### src/rtl/skyp_pkg.sv
package skyp_pkg;

   localparam int MAX_SEGMENTS_DEF = 256;

   localparam logic [1:0] ACT_RESET  = 2'd0;
   localparam logic [1:0] ACT_ADD    = 2'd1;
   localparam logic [1:0] ACT_EXPAND = 2'd2;

   localparam logic [1:0] ST_OK      = 2'd0;
   localparam logic [1:0] ST_NOSPACE = 2'd1;
   localparam logic [1:0] ST_FULL    = 2'd2;

   typedef struct packed {
      logic [1:0]  action;
      logic [14:0] req_width;
      logic [14:0] req_height;
   } req_type;

   typedef struct packed {
      logic [1:0]  status;
      logic [14:0] place_x;
      logic [14:0] place_y;
   } rsp_type;

   typedef struct packed {
      logic [15:0] x;
      logic [15:0] y;
      logic [15:0] w;
   } seg_type;

   typedef enum logic [4:0] {
      CMD_NONE,
      CMD_LOAD,
      CMD_RESET_SKY,
      CMD_EXPAND,
      CMD_SRCH_INIT,
      CMD_RD_S,
      CMD_CHK_S,
      CMD_NEXT_S,
      CMD_RD_K,
      CMD_WALK,
      CMD_EVAL,
      CMD_INS_INIT,
      CMD_INS_RD,
      CMD_INS_WR,
      CMD_INS_PUT,
      CMD_TRIM_RD,
      CMD_TRIM_FIT,
      CMD_TRIM_DROP,
      CMD_DROP_RD,
      CMD_DROP_WR,
      CMD_DROP_FIN,
      CMD_MERGE_INIT,
      CMD_MERGE_RD,
      CMD_MERGE_RD2,
      CMD_MERGE_JOIN,
      CMD_MERGE_NEXT,
      CMD_SEND
   } cmd_type;

   typedef struct packed {
      cmd_type    cmd;
      logic [1:0] code;
   } ctl_type;

   typedef struct packed {
      logic [1:0] act;
      logic       exp_full;
      logic       full;
      logic       s_end;
      logic       chk_fail;
      logic       left_zero;
      logic       k_end;
      logic       walk_fail;
      logic       walk_more;
      logic       found;
      logic       ins_at_pos;
      logic       trim_stop;
      logic       trim_drop;
      logic       drop_end;
      logic       m_end;
      logic       m_eq;
      logic       rsp_busy;
   } dp_stat_type;

   function automatic logic [15:0] sat16(input logic [16:0] v);
      sat16 = v[16] ? 16'hFFFF : v[15:0];
   endfunction

endpackage

### src/rtl/skyp_ctrl.sv
module skyp_ctrl (
   input  logic                  clock,
   input  logic                  reset,
   input  logic                  req_valid,
   output logic                  req_ready,
   input  skyp_pkg::dp_stat_type stat,
   output skyp_pkg::ctl_type     ctl
);
   import skyp_pkg::*;

   typedef enum logic [4:0] {
      IDLE, DISPATCH, FINISH,
      SRD, SCHK, WRD, WSTEP, SEVAL, SDONE,
      IRD, IWR, TRD, TCHK, MINIT,
      DRD, DWR, MRD, MRD2, MCHK
   } state_type;

   state_type  state_ff, state_in;
   logic [1:0] code_ff, code_in;
   logic       ret_merge_ff, ret_merge_in;

   assign req_ready = (state_ff == IDLE);

   always_comb begin
      state_in     = state_ff;
      code_in      = code_ff;
      ret_merge_in = ret_merge_ff;
      ctl.cmd      = CMD_NONE;
      ctl.code     = code_ff;
      unique case (state_ff)
         IDLE: begin
            if (req_valid) begin
               ctl.cmd  = CMD_LOAD;
               state_in = DISPATCH;
            end
         end
         DISPATCH: begin
            code_in  = ST_OK;
            state_in = FINISH;
            unique case (stat.act)
               ACT_RESET: ctl.cmd = CMD_RESET_SKY;
               ACT_EXPAND: begin
                  if (stat.exp_full) code_in = ST_FULL;
                  else ctl.cmd = CMD_EXPAND;
               end
               ACT_ADD: begin
                  ctl.cmd  = CMD_SRCH_INIT;
                  state_in = SRD;
               end
               default: ;
            endcase
         end
         FINISH: begin
            if (!stat.rsp_busy) begin
               ctl.cmd  = CMD_SEND;
               state_in = IDLE;
            end
         end
         SRD: begin
            if (stat.s_end) state_in = SDONE;
            else begin
               ctl.cmd  = CMD_RD_S;
               state_in = SCHK;
            end
         end
         SCHK: begin
            if (stat.chk_fail) begin
               ctl.cmd  = CMD_NEXT_S;
               state_in = SRD;
            end else begin
               ctl.cmd  = CMD_CHK_S;
               state_in = stat.left_zero ? SEVAL : WRD;
            end
         end
         WRD: begin
            if (stat.k_end) begin
               ctl.cmd  = CMD_NEXT_S;
               state_in = SRD;
            end else begin
               ctl.cmd  = CMD_RD_K;
               state_in = WSTEP;
            end
         end
         WSTEP: begin
            if (stat.walk_fail) begin
               ctl.cmd  = CMD_NEXT_S;
               state_in = SRD;
            end else begin
               ctl.cmd  = CMD_WALK;
               state_in = stat.walk_more ? WRD : SEVAL;
            end
         end
         SEVAL: begin
            ctl.cmd  = CMD_EVAL;
            state_in = SRD;
         end
         SDONE: begin
            if (!stat.found) begin
               code_in  = ST_NOSPACE;
               state_in = FINISH;
            end else if (stat.full) begin
               code_in  = ST_FULL;
               state_in = FINISH;
            end else begin
               ctl.cmd  = CMD_INS_INIT;
               state_in = IRD;
            end
         end
         IRD: begin
            if (stat.ins_at_pos) begin
               ctl.cmd  = CMD_INS_PUT;
               state_in = TRD;
            end else begin
               ctl.cmd  = CMD_INS_RD;
               state_in = IWR;
            end
         end
         IWR: begin
            ctl.cmd  = CMD_INS_WR;
            state_in = IRD;
         end
         TRD: begin
            if (stat.k_end) state_in = MINIT;
            else begin
               ctl.cmd  = CMD_TRIM_RD;
               state_in = TCHK;
            end
         end
         TCHK: begin
            if (stat.trim_stop) state_in = MINIT;
            else if (stat.trim_drop) begin
               ctl.cmd      = CMD_TRIM_DROP;
               ret_merge_in = 1'b0;
               state_in     = DRD;
            end else begin
               ctl.cmd  = CMD_TRIM_FIT;
               state_in = MINIT;
            end
         end
         MINIT: begin
            ctl.cmd  = CMD_MERGE_INIT;
            state_in = MRD;
         end
         DRD: begin
            if (stat.drop_end) begin
               ctl.cmd  = CMD_DROP_FIN;
               state_in = ret_merge_ff ? MRD : TRD;
            end else begin
               ctl.cmd  = CMD_DROP_RD;
               state_in = DWR;
            end
         end
         DWR: begin
            ctl.cmd  = CMD_DROP_WR;
            state_in = DRD;
         end
         MRD: begin
            if (stat.m_end) begin
               code_in  = ST_OK;
               state_in = FINISH;
            end else begin
               ctl.cmd  = CMD_MERGE_RD;
               state_in = MRD2;
            end
         end
         MRD2: begin
            ctl.cmd  = CMD_MERGE_RD2;
            state_in = MCHK;
         end
         MCHK: begin
            if (stat.m_eq) begin
               ctl.cmd      = CMD_MERGE_JOIN;
               ret_merge_in = 1'b1;
               state_in     = DRD;
            end else begin
               ctl.cmd  = CMD_MERGE_NEXT;
               state_in = MRD;
            end
         end
         default: state_in = IDLE;
      endcase
   end

   always_ff @(posedge clock) begin
      if (reset) begin
         state_ff     <= IDLE;
         code_ff      <= ST_OK;
         ret_merge_ff <= 1'b0;
      end else begin
         state_ff     <= state_in;
         code_ff      <= code_in;
         ret_merge_ff <= ret_merge_in;
      end
   end

endmodule

### config.mk
export PLATFORM = sky130hd
export DESIGN_NAME = skyp_ctrl
export DESIGN_NICKNAME = d
export VERILOG_FILES = /design/src/rtl/skyp_pkg.sv /design/src/rtl/skyp_ctrl.sv
export SDC_FILE = /design/constraint.sdc
export NUM_CORES = 1
export LEC_CHECK = 0
export ABC_AREA = 1
export BUFFER_PORTS_ARGS = -buffer_cell sky130_fd_sc_hd__buf_2
export CAP_MARGIN = 20
export CORE_AREA = 2 2 53 55
export CTS_BUF_LIST = sky130_fd_sc_hd__clkbuf_8
export CTS_CLUSTER_SIZE = 28
export DETAILED_ROUTE_END_ITERATION = 10
export DIE_AREA = 0 0 55 57
export GPL_TIMING_DRIVEN = 0
export PLACE_DENSITY = 0.71
export REMOVE_ABC_BUFFERS = 1
export SYNTH_ARGS = -nofsm -noshare
export SYNTH_HDL_FRONTEND = slang
export SYNTH_SLANG_ARGS = --single-unit
### constraint.sdc
create_clock -name clock -period 2.93 [get_ports clock]
set_clock_uncertainty 0.05 [all_clocks]
set_input_delay 0.293 -clock clock [delete_from_list [all_inputs] [get_ports clock]]
set_output_delay 0.293 -clock clock [all_outputs]
set_load 0.01 [all_outputs]
# Word-level counts from Yosys, hierarchy flattened
# Index checks and enable logic that the tools add are counted.
# Widths: inputs -> output; s select.
# classes
muxes	48
n_reduce_logical	7
n_eq_ne	27
# op_table
operator	count
$pmux 5 s19	2
$mux 5	9
$eq 5x4->1 const B	8
$mux 4	8
$mux 2	11
$eq 5x3->1 const B	4
$eq 5x5->1 const B	3
$mux 3	5
$ne 2x2->1 const B	6
$eq 5x2->1 const B	2
$mux 1	10
$pmux 3 s3	1
$pmux 2 s3	1
$eq 5x1->1 const B	1
$logic_not 5->1	1
$reduce_and 4->1	1
$ne 3x3->1 const B	1
$reduce_and 3->1	1
$reduce_bool 3->1	1
$eq 2x1->1 const B	1
$eq 2x2->1 const B	1
$logic_not 2->1	1
$pmux 1 s2	1
$reduce_and 2->1	1
$reduce_bool 2->1	1
# totals
elab_cells	85
regBits	8

# Logic depth before layout (Yosys ltp)
# depth
word_depth	3
ltp_mapped	10
mapped_depth_nobuf	10

# Worst setup path after synthesis
# OpenSTA, ideal clock, no wires.
# synth_timing
path_kind	register -> output
startpoint	register state_ff[0]
endpoint	output ctl[2] (netlist bit)
arrival_ns	1.159
slack_ns	1.428
path_stages_with_launch	8
cell_sequence	dfxtp_1 -> nor2_4 -> nand2_1 -> nor2_1 -> nand2_1 -> nand3_1 -> nor2_1 -> nand2_1
# synth_lines
element	line_no	source
start, declared	skyp_ctrl.sv:18	state_type state_ff, state_in;
start signal, assigned	skyp_ctrl.sv:190	state_ff <= state_in;
end, declared	skyp_ctrl.sv:7	output skyp_pkg::ctl_type ctl

==> key figures <==
Floorplanning
  • Die height: 57 um
  • Core area: 0.00262 mm^2
  • Die area: 0.00314 mm^2
  • Rows: 19
  • Initial Utilization: 38.7%
  • IO Pins: 29
  • Die span in x: 55 um

Critical path
  • Most frequent CP cell: nand2_1
  • Top delay family on crit path: simple AND/OR/NAND/NOR gates
  • Startpoint Class: register
  • Worst Path Max Fanout: 11
  • CP cell instances: inv_2 > nor3_2 > nand2_1 > nand2_1 > nor3_1 > nand2_1 > buf_2
  • Slowest CP cell: dfxtp_1
  • Bufs and invs on worst path: 2
  • Critical path arrival: 1.94 ns
  • Worst setup path class: register to primary output
  • CP required: 2.59 ns
  • CP max stage delay: 0.63 ns
  • Crit end category: primary output

Clock network
  • Clock Latency Late Sink: 0.22 ns
  • CTS Buffer Depth: 2
  • CTS buffer count: 3
  • CTS resizes: 0
  • Hold-fix buffers, CTS: 0
  • Clock sinks: 8
  • H-tree Lvls: 1
  • CTS tree: done
  • Root Buffer: clkbuf_8
  • CTS clock-pin slew for the worst setup and hold paths: 0.04 ns
  • Post-CTS Setup Bufs: 0

Place
  • Post-detail-place hpwl: 2580 um
  • Port-buffer cells: 28
  • RD Place Congestion: 1.01
  • Placed cell count: 249
  • Cell area after placement: 0.00118 mm^2
  • Pre-CTS setup slack: 0.913 ns

STA
  • Setup slack after layout: 0.650 ns
  • Fin crit share: 77.8%
  • Achievable frequency: 439 MHz
  • Actual slew at the worst max-slew pin: 0.515 ns
  • Unrepaired setup endpoints after global routing: no
  • Final Hold Vio Count: 0
  • Final setup fails: 0
  • Total Neg Setup Slack: 0 ns
  • Worst slew margin: 65.6%
  • Period minus WS final: 2.28 ns
  • Max-slew violations: 0
  • Hold WS: 0.289 ns

GRT
  • Largest net degree at the start of global routing: 12
  • First-pass GRT wire length: 5040 um
  • Global-route usage over all layers: 21.2%
  • Global route overflow: 0
  • Initial antenna violation count: 0
  • Number of global-route vias before repair: 1,196

Finish
  • Fill cell count: 308
  • Multi-input gate area: 721 um^2
  • Final Non-Filler Cells: 252
  • Layout cell share with drive strength beyond 1: 21.3%
  • ANT cells: 0
  • # nets final: 244
  • Reg area: 160 um^2
  • Post-route cell area: 0.00122 mm^2
  • Final Core Density: 46.7%
  • Area grow syn2layout: 20.6%

Routing
  • DRT Pass-1 Iters: 4
  • DR iter-0 viols: 58
  • Vias: 1,306
  • Post-DR wirelength/cell: 12.3 um
  • DRC Markers: 0
  • Final wirelength: 3090 um
  • Detail Route Antenna Nets: 0
  • Via/cell ratio: 5.18

Logic synthesis
  • Synth area leader: nand2_1
  • Synth Cell Area: 0.00101 mm^2
  • Largest cells by area after synthesis: nand2_1 19%, dfxtp_1 16%, nand3_1 12%
  • Unique masters post-synth: 23
  • Flop and latch count out of synthesis: 8
  • Top-area cell type share of the netlist area: 18.5%
  • Cell count after synthesis: 192
  • Register area share after synthesis: 15.8%
  • Synthesis Warnings: 0
  • Synth Area per Inst: 5.27 um^2

Power
  • Pwr/cell area: 390 mW/mm^2
  • LEAKAGE: 0.725 nW
  • Design Power: 476 uW
  • Peak supply drop: 0.307 mV

Job
  • # Max-Cap Violations: 0

Min path
  • Worst hold-check path type: input port to register

Status
  • Status: finished clean
-- power breakdown --
part           switching [mW]  leakage, nW  internal (mW)
logic                   0.143        0.639         0.0758
registers              0.0142       0.0649          0.118
clock network          0.0371       0.0216         0.0884
total                   0.194        0.725          0.282
-- worst reg2reg max path, delay by kind of cell, from the launching register on --
kind	cells	cell delay, ns
flip-flops	1	0.63
AND/OR/NAND/NOR	3	0.62
buffers and inverters	2	0.28
AO/OA/AOI/OAI	1	0.12
-- kinds of logic (layout without fill, tap and decap cells) --
kind of cell	Yosys count	count (layout)	share of synthesized area (%)
flip-flops	8	8	15.8
buffers and inverters	34	63	13.0
AO/OA/AOI/OAI	12	12	6.68
AND/OR/NAND/NOR	138	138	64.5
-- layer usage --
layer	global-route usage (%)	up-vias	wire, um
met5	0	-	0
met4	3.83	0	0
met3	3.66	0	227
met2	33.8	63	1530
met1	30.0	559	1330
li1	-	684	-
-- synth_stat cells --
cell / count
a21oi_1: 6
a31oi_1: 1
buf_1: 1
buf_4: 1
dfxtp_1: 8
inv_1: 30
inv_2: 2
nand2_1: 50
nand2_2: 2
nand2_4: 1
nand3_1: 25
nand3b_1: 3
nand4_1: 11
nor2_1: 29
nor2_2: 7
nor2_4: 2
nor3_1: 6
nor3_2: 2
o211ai_1: 1
o21ai_0: 1
o21ai_1: 1
o22ai_1: 1
o31ai_1: 1
-- registers in the layout (all words and copies together), names as in the netlist --
| name | count |
|---|---|
| code_ff | 2 |
| state_ff | 5 |
| ret_merge_ff | 1 |
-- path summary, 6_finish.rpt --
kind / startpoint / to / slack (ns) / depth (start not counted)
setup reg to reg: state_ff[4] / state_ff[4] / 1.17 / 6
setup / recovery: state_ff[4] / ctl[2] / 0.65 / 7
hold / removal: reset / code_ff[0] / 0.29 / 2
hold reg to reg: code_ff[1] / code_ff[1] / 0.41 / 2
-- placed cells by master (no fill, tap or decap), drive strengths merged --
cell / count
a21oi: 6
a31oi: 1
buf: 28
clkbuf: 3
dfxtp: 8
inv: 32
nand2: 53
nand3: 25
nand3b: 3
nand4: 11
nor2: 38
nor3: 8
o211ai: 1
o21ai: 2
o22ai: 1
o31ai: 1
-- layout make-up --
type,instances,area share (%)
well taps,31,3.18
clock buffers,3,3.38
repair buffers,28,11.5
flip-flops and latches,8,13.1
multi-input cells,150,59.0
inverters,32,9.84
(Power assumes the default switching activity.)
